File: src/rtl/brcp_pkg.sv
// Shared types and constants for the cascaded PID balance controller.
// Used by brcp_ctrl, brcp_datapath and the top level; no dependencies.
package brcp_pkg;

  // Target ramp and integral bounds
  localparam int MAX_FWD_SPEED  = 40;
  localparam int MAX_TURN_SPEED = 30;
  localparam int INTEGRAL_LIMIT = 8000;
  localparam int TURN_STEP      = 20;

  // x/10 = (x * RECIP10) >> RECIP_SHIFT, exact for x < 2^22
  localparam int RECIP10     = 1677722;
  localparam int RECIP_SHIFT = 24;

  // Port widths
  localparam int IN_W       = 88;
  localparam int OUT_W      = 40;
  localparam int CFG_IDX_W  = 3;
  localparam int CFG_DATA_W = 32;

  // Register reset values
  localparam logic signed [15:0] MID_ANGLE_RST   = -16'sd512;
  localparam logic signed [31:0] UPRIGHT_KP_RST  = -32'sd13762560;
  localparam logic signed [31:0] UPRIGHT_KD_RST  = -32'sd58982;
  localparam logic signed [31:0] SPEED_KP_RST    = -32'sd22938;
  localparam logic signed [31:0] SPEED_KI_RST    = -32'sd180;
  localparam logic signed [31:0] YAW_KP_HOLD_RST = 32'sd65536;
  localparam logic signed [31:0] YAW_KD_RST      = -32'sd1310720;
  localparam logic [14:0]        PWM_LIMIT_RST   = 15'd7200;

  typedef enum logic [CFG_IDX_W-1:0] {
    REG_MID_ANGLE   = 3'd0,
    REG_UPRIGHT_KP  = 3'd1,
    REG_UPRIGHT_KD  = 3'd2,
    REG_SPEED_KP    = 3'd3,
    REG_SPEED_KI    = 3'd4,
    REG_YAW_KP_HOLD = 3'd5,
    REG_YAW_KD      = 3'd6,
    REG_PWM_LIMIT   = 3'd7
  } reg_idx_t;

  // Operand pair fed to the shared multiplier
  typedef enum logic [2:0] {
    MS_UPR_P,
    MS_UPR_D,
    MS_DIV10,
    MS_YAW_G,
    MS_YAW_D,
    MS_SPD_P,
    MS_SPD_I,
    MS_FEED
  } mul_sel_t;

  // What the accumulator does with last cycle's product
  typedef enum logic [2:0] {
    AO_HOLD,
    AO_LOAD,
    AO_ADD,
    AO_ADD_SH8,
    AO_SUB,
    AO_FEED
  } acc_op_t;

  typedef struct packed {
    logic     load_in;
    logic     upd_target;
    logic     calc_num;
    mul_sel_t mul_sel;
    acc_op_t  acc_op;
    logic     cap_v;
    logic     cap_f;
    logic     cap_t;
    logic     cap_w;
    logic     cap_p;
    logic     cap_sum;
    logic     cap_out;
  } dp_cmd_t;

  typedef struct packed {
    logic out_busy;
  } dp_status_t;

endpackage

File: src/rtl/brcp_ctrl.sv
// Sequencer for the cascaded PID datapath: one step per cycle per tick
// unless the output stalls; needs brcp_pkg's command/status structs.
module brcp_ctrl (
  input  logic                clk,
  input  logic                rst,
  input  logic                s_tvalid,
  output logic                s_tready,
  input  brcp_pkg::dp_status_t status,
  output brcp_pkg::dp_cmd_t    cmd
);
  import brcp_pkg::*;

  typedef enum logic [4:0] {
    ST_IDLE, ST_TGT, ST_NUM,
    ST_M1, ST_M2, ST_M3, ST_M4, ST_M5, ST_M6, ST_M7, ST_M8,
    ST_WSAT, ST_M9, ST_M10, ST_P, ST_SUM, ST_OUT
  } state_t;

  state_t state;

  assign s_tready = (state == ST_IDLE);

  always_ff @(posedge clk) begin
    if (rst) begin
      state <= ST_IDLE;
    end else begin
      unique case (state)
        ST_IDLE: if (s_tvalid) state <= ST_TGT;
        ST_TGT:  state <= ST_NUM;
        ST_NUM:  state <= ST_M1;
        ST_M1:   state <= ST_M2;
        ST_M2:   state <= ST_M3;
        ST_M3:   state <= ST_M4;
        ST_M4:   state <= ST_M5;
        ST_M5:   state <= ST_M6;
        ST_M6:   state <= ST_M7;
        ST_M7:   state <= ST_M8;
        ST_M8:   state <= ST_WSAT;
        ST_WSAT: state <= ST_M9;
        ST_M9:   state <= ST_M10;
        ST_M10:  state <= ST_P;
        ST_P:    state <= ST_SUM;
        ST_SUM:  state <= ST_OUT;
        ST_OUT:  if (!status.out_busy) state <= ST_IDLE;
      endcase
    end
  end

  always_comb begin
    cmd            = '0;
    cmd.mul_sel    = MS_FEED;
    cmd.acc_op     = AO_HOLD;
    unique case (state)
      ST_IDLE: cmd.load_in    = s_tvalid;
      ST_TGT:  cmd.upd_target = 1'b1;
      ST_NUM:  cmd.calc_num   = 1'b1;
      ST_M1:   cmd.mul_sel    = MS_UPR_P;
      ST_M2: begin
        cmd.mul_sel = MS_UPR_D;
        cmd.acc_op  = AO_LOAD;
      end
      ST_M3: begin
        cmd.mul_sel = MS_DIV10;
        cmd.acc_op  = AO_ADD_SH8;
      end
      ST_M4: begin
        cmd.mul_sel = MS_YAW_G;
        cmd.cap_v   = 1'b1;
        cmd.cap_f   = 1'b1;
      end
      ST_M5: begin
        cmd.mul_sel = MS_YAW_D;
        cmd.acc_op  = AO_LOAD;
      end
      ST_M6: begin
        cmd.mul_sel = MS_SPD_P;
        cmd.acc_op  = AO_SUB;
      end
      ST_M7: begin
        cmd.mul_sel = MS_SPD_I;
        cmd.acc_op  = AO_LOAD;
        cmd.cap_t   = 1'b1;
      end
      ST_M8:   cmd.acc_op  = AO_ADD;
      ST_WSAT: cmd.cap_w   = 1'b1;
      ST_M9:   cmd.mul_sel = MS_FEED;
      ST_M10:  cmd.acc_op  = AO_FEED;
      ST_P:    cmd.cap_p   = 1'b1;
      ST_SUM:  cmd.cap_sum = 1'b1;
      ST_OUT:  cmd.cap_out = !status.out_busy;
    endcase
  end

  a_out_free: assert property (@(posedge clk) disable iff (rst)
    cmd.cap_out |-> !status.out_busy)
    else $error("result loaded while previous result still pending");

  a_accept_starts: assert property (@(posedge clk) disable iff (rst)
    cmd.load_in |=> (state == ST_TGT))
    else $error("accepted tick did not start the sequence");

  a_out_wait: assert property (@(posedge clk) disable iff (rst)
    (state == ST_OUT && status.out_busy) |=> (state == ST_OUT))
    else $error("sequencer left final step while output blocked");

endmodule

File: config.mk
export PLATFORM = sky130hd
export DESIGN_NAME = brcp_ctrl
export DESIGN_NICKNAME = d
export VERILOG_FILES = /design/src/rtl/brcp_pkg.sv /design/src/rtl/brcp_ctrl.sv
export SDC_FILE = /design/constraint.sdc
export NUM_CORES = 1
export LEC_CHECK = 0
export ABC_AREA = 1
export BUFFER_PORTS_ARGS = -buffer_cell sky130_fd_sc_hd__buf_2
export CAP_MARGIN = 15
export CORE_AREA = 5 5 42 44
export DETAILED_ROUTE_END_ITERATION = 12
export DIE_AREA = 0 0 47 49
export PLACE_DENSITY = 0.71
export SYNTH_ARGS = -nofsm -noshare
export SYNTH_HDL_FRONTEND = slang
export SYNTH_SLANG_ARGS = --single-unit
File: constraint.sdc
create_clock -name clk -period 1.7 [get_ports clk]
set_input_delay 0.34 -clock clk [delete_from_list [all_inputs] [get_ports clk]]
set_output_delay 0.34 -clock clk [all_outputs]
set_load 0.02 [all_outputs]
; ---- Word-level counts from Yosys, hierarchy flattened
; Cells that the tools add are included.
[op_classes]
n_eq_ne = 18
muxes = 14
reduce_logical = 4
[op_table]
columns = cell, count
row1 = case mux 5 bit (17 select lines), 1
row2 = == test 5 x 4 -> 1 bit (second input constant), 8
row3 = case mux 3 bit (7 select lines), 1
row4 = == test 5 x 3 -> 1 bit (second input constant), 4
row5 = case mux 3 bit (5 select lines), 1
row6 = == test 5 x 2 -> 1 bit (second input constant), 2
row7 = 2-to-1 mux 5 bit, 2
row8 = 2-to-1 mux 1 bit, 8
row9 = == test 5 x 1 -> 1 bit (second input constant), 1
row10 = == test 5 bit (second input constant), 1
row11 = zero test 5 bit, 1
row12 = inequality test 2 bit (second input constant), 2
row13 = OR reduction 3 bit, 1
row14 = 2-to-1 mux 2 bit, 1
row15 = AND reduction 2 bit, 1
row16 = zero test 1 bit, 1
[totals]
register_bits = 5
inputBits = 4
out_inout_bits = 17
elab_cells = 37

; ---- Longest topological paths before layout
; Gate-level depths: netlist of the first run.
[depth]
depth_word = 3
mapped_depth = 9
mapped_depth_nobuf = 9

; ---- Least setup slack after synthesis of the first run
; Ideal clock, no wire load.
[synth_timing]
kind = register to output
from = reg state[4]
to = out cmd[11] (netlist bit)
t_arrival_ns = 1.302
t_required_ns = 1.360
path_slack_ns = 0.058
path_stages_with_launch = 7
n_path_buf = 0
path_cell_list = dfxtp_1 > inv_2 > nand3_2 > nor2_1 > a21oi_1 > nand4_1 > nand3b_1
[synth_rtl]
columns = item, line
row1 = from (decl), brcp_ctrl.sv:19  ; state_t state;
row2 = from (signal assigned), brcp_ctrl.sv:25  ; state <= ST_IDLE;
row3 = from (signal assigned), brcp_ctrl.sv:28  ; ST_IDLE: if (s_tvalid) state <= ST_TGT;
row4 = from (signal assigned), brcp_ctrl.sv:29  ; ST_TGT: state <= ST_NUM;
row5 = to (decl), brcp_ctrl.sv:9  ; output brcp_pkg::dp_cmd_t cmd

==> metrics.csv, run 1 <==
stage,metric,value,unit
outcome,outcome,"complete, but fails checks",
outcome,violations,setup timing,
yosys,async_flop_share,0,
yosys,synth_top_cell_by_area,dfxtp_1,
power,ir_drop,0.889,mV
yosys,netlist.area_leader.share,0.176,
cells_and_area,fin_area,976,µm²
clock_network,cts_max_level,1,
setup_path,r2r_end,state[0],
grt,grt_pass1_vias,706,
place,gp_congestion,0.816,
hold_path,hold_path_end,state[1],
grt,antenna_found_initial,0,
hold_path,hp-class,in2reg,
yosys,yosysSeqAreaShare,0.176,
place,place_worst_setup_slack,0.129,ns
setup_path,worst_ep_arrival_time,1.41,ns
setup_path,cp_max_fo,6,
sta,finalCritPeriodShare,1.03,
cells_and_area,top_regs,state (5),
setup_path,r2r_setup_slack,0.27,ns
setup_path,reg2reg_from,state[4],
place,port_buffers,20,
cells_and_area,final_util,0.696,
routing,via_count,767,
routing,antenna_left,0,
setup_path,cp-end-kind,output port,
clock_network,cts_tree,yes,
yosys,syn-instance-count,97,
sta,maxSlewViolCount,0,
routing,routedWlPerCell,13.5,µm
setup_path,start_kind,register,
routing,drtIter0Drc,21,
clock_network,clock_latency,0.24,ns
place,post_dp_cell_area,724,µm²
die,initial_core_util,0.406,
hold_path,hold_start,rst,
sta,fmax,0.570,GHz
cells_and_area,largest_register_ffs,5,
sta,timing.slew.headroom,0.844,
yosys,ys_types,21,
die,design.core.area,0.00140,mm²
sta,setup_viol,3,
routing,drtPass1Iterations,4,
clock_network,cts_max_path_buffers,2,
die,rows,14,
yosys,synth-seq-cells,5,
yosys,yosysMostFrequentCell,nor2_1,
cells_and_area,drive_above_1_share,0.597,
flow_run,drv_cap,0,
sta,rsz0062_at_grt,yes,
setup_path,worstSetupPathType,reg2out,
clock_network,clk_pin_slew_worst_paths,0.04,ns
yosys,avgSynthCellArea,5.87,µm²
setup_path,crit_required,1.36,ns
clock_network,clkSinkCount,5,
setup_path,worst-r2r-cell-count,10,
die,dieArea,0.00230,mm²
sta,layout_min_cycle_time,1.75,ns
routing,routed_via_density,5.11,
routing,drt-total-wl,2030,µm
power,power_leakage,0.488,nW
cells_and_area,finalNetCount,139,
sta,worst_pin_slew,0.235,ns
power,power.total,1.25,mW
yosys,ys.flop_type,dfxtp_1,
hold_path,holdPathStages,2,
yosys,synth_area_leaders,"dfxtp_1 (18%), nor2_1 (12%), nand2_1 (9.2%), nor2_4 (7.9%), nand2_2 (7.7%)",
die,die_h,49,µm
routing,drc_errors,0,
grt,grt-ovfl-total,0,
yosys,synth-edff-count,0,
grt,grt_pass1_wl,2970,µm
place,dp_hpwl,1270,µm
clock_network,cts_root_buffer,clkbuf_4,
yosys,yosys_warnings,0,
grt,grt_start_max_net_pins,9,
yosys,yosys-top-cells-count,"nor2_1 (18), nand2_1 (14), inv_1 (11)",
die,ioPinCount,21,
yosys,synthesis.area,569,µm²
cells_and_area,largest_register,state,
die,fp.dieW,47,µm
clock_network,cts_inserted_buffers,3,
yosys,synth_nets,101,
sta,skew,0.00126,ns
cells_and_area,area_delta_synth_final,71.4,%
clock_network,ctsHoldBuffers,0,
power,power.density,1280,mW/mm²
sta,hold_viol,0,
cells_and_area,antennaDiodeCount,0,
grt,track_usage,0.175,
sta,setup_ws,-0.0547,ns
sta,whs,0.296,ns
where the power goes:
| part | total [mW] | switching, mW | internal [mW] |
|---|---|---|---|
| logic | 0.899 | 0.539 | 0.360 |
| clock network | 0.135 | 0.0469 | 0.0886 |
| registers | 0.218 | 0.0602 | 0.158 |
timing repair:
action	CTS	global route
resized for setup	17	33
setup buffers	6	4
setup endpoints to repair	5	12
pin swaps	5	10
logic make-up after synthesis:
group	Yosys count	synth area share
flip-flops	5	0.176
AO/OA/AOI/OAI	11	0.110
AND/OR/NAND/NOR	62	0.576
buffers and inverters	19	0.138
critical path, stage by stage, from the launching register on:
cell and delay [ns]:
dfxtp_4 0.36, inv_2 0.09, nand2_2 0.08, buf_6 0.14, nor2_4 0.13, inv_2 0.05, nand4_1 0.06, nand3b_1 0.11
buf_6 0.15
placed cells by master, fill, tap and decap left out, drive strengths merged, types with 2 or more instances in the layout:
cell type and instances:
buf 35, inv 17, nor3 2, nand4 3
nand2 22, dfxtp 5, clkbuf 4, nand3 7
a21oi 8, o21ai 2, nor2 25
how the worst max path moves through the flow:
| stage | cells past startpoint | slack (ns) | startpoint | to |
|---|---|---|---|---|
| after floorplan | 6 | 0.06 | state[4] | cmd[11] |
| after global routing | 8 | -0.12 | state[1] | cmd[11] |
| after global placement | 7 | 0.15 | state[2] | cmd[11] |
| after detailed placement | 7 | 0.13 | state[2] | cmd[11] |
| after CTS | 9 | -0.01 | state[4] | cmd[11] |
| final | 8 | -0.05 | state[1] | cmd[11] |
layer usage:
| layer | vias up | part of all wire | track usage |
|---|---|---|---|
| met1 | 339 | 0.38 | 0.204 |
| met5 | - | 0 | 0 |
| li1 | 382 | - | - |
| met4 | 0 | 0.042 | 0.120 |
| met3 | 9 | 0.048 | 0.0221 |
| met2 | 37 | 0.53 | 0.278 |
area by class of cell:
type                            instances  area, µm²
Multi-Input combinational cell         73        469
Inverter                               17       71.3
Fill cell                             118        425
Clock buffer                            4       26.3
Tap cell                               16       20.0
Sequential cell                         5        111
Timing Repair Buffer                   35        278
per-stage QoR:
step	cells	setup TNS, ns
after floorplan	97	0
after global placement	136	0
after detailed placement	136	0
after CTS	146	-0.0103
after global routing	150	-0.360
final	150	-0.0861
No activity file was read; power rests on OpenSTA's default activity.
==> run 2: changes to the inputs <==
- clock period: 1.7 -> 1.8 ns (I/O delays scaled with it)
==> run 2 against run 1 <==
Against the previous run: the flow now finishes without violations; via count shrank 5.2%; total power down 21%; first-iteration DRC count increased by 48%; sequential power shrank 12%; die area stayed put; highest routed layer is now met3; global-route usage fell by 3.6 points; register-to-register slack better by 0.26 ns.
==> metrics.csv, run 2 (synthesis results as in run 1) <==
stage,metric,value,unit,change
setup_path,cp-end-kind,output port,,unchanged
power,ir_drop,0.591,mV,was 0.889 mV
setup_path,cp_slowest_cell,dfxtp_2,,was dfxtp_4
routing,routed_via_density,5.08,,was 5.11
sta,rsz0062_at_grt,yes,,unchanged
setup_path,crit_family,simple AND/OR/NAND/NOR gates,,was buffers and inverters
place,port_buffers,20,,unchanged
cells_and_area,fin_area,816,µm²,was 976 µm²
power,power_leakage,0.432,nW,was 0.488 nW
die,ioPinCount,21,,unchanged
sta,hold_viol,0,,unchanged
clock_network,ctsHoldBuffers,0,,unchanged
place,dp_hpwl,1230,µm,was 1270 µm
outcome,outcome,"complete, no violations",,"was complete, but fails checks"
sta,maxSlewViolCount,0,,unchanged
setup_path,crit_buf_inv,4,,unchanged
die,fp.dieW,47,µm,unchanged
sta,timing.slew.headroom,0.809,,was 0.844
cells_and_area,most-common-layout-cells,"buf_2 (18), nor2_1 (16), nand2_1 (14)",,"was buf_4 (15), nor2_1 (12), buf_2 (11)"
clock_network,clk_pin_slew_worst_paths,0.05,ns,was 0.04 ns
die,design.core.area,0.00140,mm²,unchanged
cells_and_area,drive_above_1_share,0.488,,was 0.597
hold_path,hp-class,in2reg,,unchanged
die,rows,14,,unchanged
cells_and_area,final_common_cell,buf_2,,was buf_4
cells_and_area,largest_register,state,,unchanged
routing,drt-total-wl,1730,µm,was 2030 µm
cells_and_area,largest_register_ffs,5,,unchanged
setup_path,cp_max_fo,4,,was 6
die,die_h,49,µm,unchanged
place,post_dp_cell_area,689,µm²,was 724 µm²
sta,worst_pin_slew,0.286,ns,was 0.235 ns
setup_path,worstSetupPathType,reg2out,,unchanged
routing,antenna_left,0,,unchanged
clock_network,clkSinkCount,5,,unchanged
routing,routedWlPerCell,12.1,µm,was 13.5 µm
sta,finalCritPeriodShare,0.981,,
routing,drtPass1Iterations,4,,unchanged
grt,grt_pass1_vias,615,,was 706
power,power.density,1210,mW/mm²,was 1280 mW/mm²
grt,track_usage,0.139,,was 0.175
clock_network,cts_max_level,1,,unchanged
grt,grt_start_max_net_pins,9,,unchanged
cells_and_area,finalNetCount,132,,was 139
die,initial_core_util,0.406,,unchanged
setup_path,start_kind,register,,unchanged
die,dieArea,0.00230,mm²,unchanged
grt,antenna_found_initial,0,,unchanged
clock_network,cts_inserted_buffers,3,,unchanged
sta,setup_viol,0,,was 3
sta,layout_min_cycle_time,1.77,ns,
sta,fmax,0.566,GHz,
clock_network,clock_latency,0.24,ns,about the same
cells_and_area,top_regs,state (5),,unchanged
setup_path,crit_chain,inv_4 -> nand2_4 -> nor2_4 -> inv_4 -> nor2_4 -> inv_2 -> nand4_1 -> nand3b_1 -> buf_6,,was inv_2 -> nand2_2 -> buf_6 -> nor2_4 -> inv_2 -> nand4_1 -> nand3b_1 -> buf_6
flow_run,drv_cap,0,,unchanged
power,power.total,0.985,mW,was 1.25 mW
clock_network,cts_root_buffer,clkbuf_4,,unchanged
clock_network,cts_tree,yes,,unchanged
setup_path,slowest_delay,0.33,ns,was 0.36 ns
routing,via_count,727,,was 767
cells_and_area,area_delta_synth_final,43.3,%,was 71.4%
routing,drc_errors,0,,unchanged
grt,grt_pass1_wl,2430,µm,was 2970 µm
setup_path,worst_ep_arrival_time,1.41,ns,about the same
grt,grt-ovfl-total,0,,unchanged
place,gp_congestion,0.854,,was 0.816
setup_path,crit_required,1.44,ns,was 1.36 ns
sta,skew,0.00763,ns,was 0.00126 ns
cells_and_area,num-fill-cells,136,,was 118
cells_and_area,antennaDiodeCount,0,,unchanged
routing,drtIter0Drc,31,,was 21
clock_network,cts_max_path_buffers,2,,unchanged
cells_and_area,final_util,0.582,,was 0.696
## run 2: metal layers
layer,share of wire,GRT usage
met5,0,0
met1,0.36,0.171
met4,0,0.0415
met2,0.54,0.242
met3,0.095,0.0111
## run 2: what timing repair did
action / in CTS / in global routing
pin swaps: 0 / 3
setup endpoints to repair: 6 / 5
resized for setup: 3 / 16
buffers inserted: 2 / 4
cloned: 0 / 0
## run 2: power by group
group	internal [mW]	switching, mW
combinational	0.233	0.431
sequential	0.142	0.0494
clock	0.0838	0.0457
## run 2: worst paths after layout
path	startpoint	to	slack, ns	cells past startpoint
setup / recovery	state[4]	cmd[11]	0.03	9
hold / removal	rst	state[3]	0.33	2
setup reg to reg	state[1]	state[0]	0.53	7
hold reg to reg	state[2]	state[4]	0.66	3
## run 2: cell type report
cell class                 instances  area, µm²  share of cell area
multi-input combinational         73        417               0.511
clock buffer                       4       26.3              0.0322
timing repair buffer              28        173               0.212
inverter                          17       68.8              0.0844
tap                               16       20.0              0.0245
sequential                         5        111               0.137
## run 2: stage by stage
stage,setup TNS [ns],hold WS (ns),setup slack (ns),instances
floorplan,0,0.429,0.138,97
global placement,0,0.584,0.180,133
detailed placement,0,0.588,0.156,133
CTS,0,0.327,0.00724,139
global route,-0.0683,0.332,-0.0340,143
finish,0,0.326,0.0342,143
==> run 3: changes to the inputs <==
- CORE_AREA: 5 5 42 44 -> not set
- CORE_MARGIN: not set -> 5
- CORE_UTILIZATION: not set -> 30
- DIE_AREA: 0 0 47 49 -> not set
- HOLD_SLACK_MARGIN: not set -> 0.06
- PLACE_DENSITY: 0.71 -> not set
- TNS_END_PERCENT: not set -> 30
==> run 3 against run 2 <==
Against the previous run: sequential share of layout area shrank 0.37 points; fmax rose by 0.89%; critical path type unchanged; clock skew shrank 0.0068 ns; design area up 2.8%; global-route usage shrank 1.6 points; total power shrank 0.82%; flip-flop and latch count unchanged; wire length down 0.41%; clock power hardly changed; setup slack improved by 0.016 ns; critical path depth stayed put.
==> metrics.csv, run 3 (synthesis results as in run 1) <==
stage,metric,value,unit,change
outcome,outcome,"complete, no violations",,unchanged
place,dp_hpwl,1330,µm,was 1230 µm
setup_path,worstSetupPathType,reg2out,,unchanged
hold_path,holdPathStages,2,,unchanged
sta,worst_pin_slew,0.252,ns,was 0.286 ns
cells_and_area,largest_register,state,,unchanged
cells_and_area,largest_register_ffs,5,,unchanged
routing,drtPass1Iterations,4,,unchanged
routing,routedWlPerCell,11.2,µm,was 12.1 µm
cells_and_area,top_regs,state (5),,unchanged
sta,layout_min_cycle_time,1.75,ns,was 1.77 ns
grt,grt_start_max_net_pins,9,,unchanged
die,dieArea,0.00287,mm²,was 0.00230 mm²
power,p_int,0.455,mW,was 0.459 mW
place,gp_congestion,0.855,,was 0.854
sta,setup_viol,0,,unchanged
routing,routed_via_density,4.81,,was 5.08
power,p_sw,0.522,mW,was 0.526 mW
routing,drtIter0Drc,15,,was 31
clock_network,cts_tree,yes,,unchanged
power,switching_share,0.534,,about the same
power,ir_drop,0.599,mV,was 0.591 mV
setup_path,worst-r2r-cell-count,9,,was 7
routing,antenna_left,0,,unchanged
cells_and_area,antennaDiodeCount,0,,unchanged
clock_network,cts_max_level,1,,unchanged
grt,grt_pass1_wl,2600,µm,was 2430 µm
grt,antenna_found_initial,0,,unchanged
clock_network,clkSinkCount,5,,unchanged
setup_path,crit_chain,inv_4 -> nand2_4 -> nor2_4 -> inv_4 -> nor2_4 -> inv_2 -> nand4_1 -> nand3b_1 -> buf_6,,unchanged
die,fp.dieW,53.6,µm,was 47 µm
clock_network,cts_max_path_buffers,2,,unchanged
power,sequentialPowerShare,0.194,,was 0.195
sta,maxSlewViolCount,0,,unchanged
die,design.core.area,0.00176,mm²,was 0.00140 mm²
power,pwr-share-comb,0.675,,was 0.674
grt,track_usage,0.123,,was 0.139
cells_and_area,finalNetCount,133,,was 132
cells_and_area,drive_above_1_share,0.508,,was 0.488
cells_and_area,area_delta_synth_final,47.3,%,was 43.3%
power,power.total,0.977,mW,was 0.985 mW
sta,tns,0,ns,unchanged
sta,whs,0.337,ns,was 0.326 ns
setup_path,cp_slowest_cell,dfxtp_2,,unchanged
setup_path,worst_ep_arrival_time,1.39,ns,was 1.41 ns
setup_path,crit_family,simple AND/OR/NAND/NOR gates,,unchanged
sta,rsz0062_at_grt,yes,,unchanged
grt,grt-ovfl-total,0,,unchanged
die,ioPinCount,21,,unchanged
clock_network,clk_pin_slew_worst_paths,0.04,ns,was 0.05 ns
sta,finalCritPeriodShare,0.972,,was 0.981
flow_run,drv_cap,0,,unchanged
power,power.density,1170,mW/mm²,was 1210 mW/mm²
grt,grt_pass1_vias,650,,was 615
setup_path,cp.depth,9,,unchanged
die,rows,15,,was 14
sta,hold_viol,0,,unchanged
die,die_h,53.6,µm,was 49 µm
sta,fmax,0.571,GHz,was 0.566 GHz
clock_network,clock_latency,0.24,ns,about the same
die,initial_core_util,0.323,,was 0.406
cells_and_area,final_common_cell,buf_2,,unchanged
setup_path,slowest_delay,0.33,ns,about the same
routing,drt-total-wl,1720,µm,was 1730 µm
power,pwr-share-clk,0.131,,was 0.132
setup_path,crit_required,1.44,ns,about the same
setup_path,cp-end-kind,output port,,unchanged
hold_path,hp-class,in2reg,,unchanged
setup_path,start_kind,register,,unchanged
setup_path,crit_buf_inv,4,,unchanged
clock_network,ctsHoldBuffers,0,,unchanged
place,port_buffers,20,,unchanged
cells_and_area,most-common-layout-cells,"buf_2 (19), nor2_1 (14), nand2_1 (14)",,"was buf_2 (18), nor2_1 (16), nand2_1 (14)"
routing,via_count,736,,was 727
sta,skew,0.000859,ns,was 0.00763 ns
setup_path,cp_max_fo,4,,unchanged
routing,drc_errors,0,,unchanged
sta,timing.slew.headroom,0.832,,was 0.809
power,power_leakage,0.435,nW,was 0.432 nW
clock_network,cts_root_buffer,clkbuf_4,,unchanged
clock_network,cts_inserted_buffers,3,,unchanged
[run 3: path summary, 6_finish.rpt]
check / startpoint / to / slack (ns)
setup / recovery: state[4] / cmd[11] / 0.05
hold / removal: rst / state[3] / 0.34
setup reg to reg: state[4] / state[0] / 0.49
hold reg to reg: state[2] / state[4] / 0.66
[run 3: what timing repair did]
action                     in CTS  in global routing
pin swaps                       0                  1
setup buffers                   2                  5
hold endpoints to repair        0                  0
gates resized for setup         3                 17
setup endpoints to repair       6                  4
[run 3: power groups by stage]
stage / sequential (mW) / combinational [mW] / clock (mW)
after floorplan: 0.170 / 0.448 / 0
after global placement: 0.182 / 0.607 / 0
after detailed placement: 0.181 / 0.605 / 0
after CTS: 0.182 / 0.608 / 0.134
after global routing: 0.195 / 0.730 / 0.138
final: 0.190 / 0.659 / 0.128
[run 3: per-layer routing]
| metal | vias to the layer above | share of wire | global-route usage |
|---|---|---|---|
| li1 | 369 | - | - |
| met3 | 9 | 0.091 | 0.0111 |
| met4 | 0 | 0.052 | 0.0638 |
| met1 | 322 | 0.39 | 0.157 |
| met5 | - | 0 | 0 |
| met2 | 36 | 0.47 | 0.204 |
[run 3: metrics by stage]
| stage | util | setup WS [ns] | cells | area [µm²] |
|---|---|---|---|---|
| 2_1_floorplan | - | 0.138 | 97 | 569 |
| 3_3_place_gp | 0.397 | 0.181 | 142 | 701 |
| 3_5_place_dp | 0.397 | 0.152 | 142 | 701 |
| 4_1_cts | 0.423 | 0.0112 | 148 | 746 |
| 5_1_grt | 0.475 | -0.0235 | 153 | 838 |
| 6_report | 0.475 | 0.0498 | 153 | 838 |
[run 3: layout make-up]
class                   count  area (µm²)
flip-flops and latches      5         111
clock buffers               4        26.3
repair buffers             29         174
inverters                  17        68.8
well taps                  25        31.3
multi-input cells          73         427
fillers                   195         926
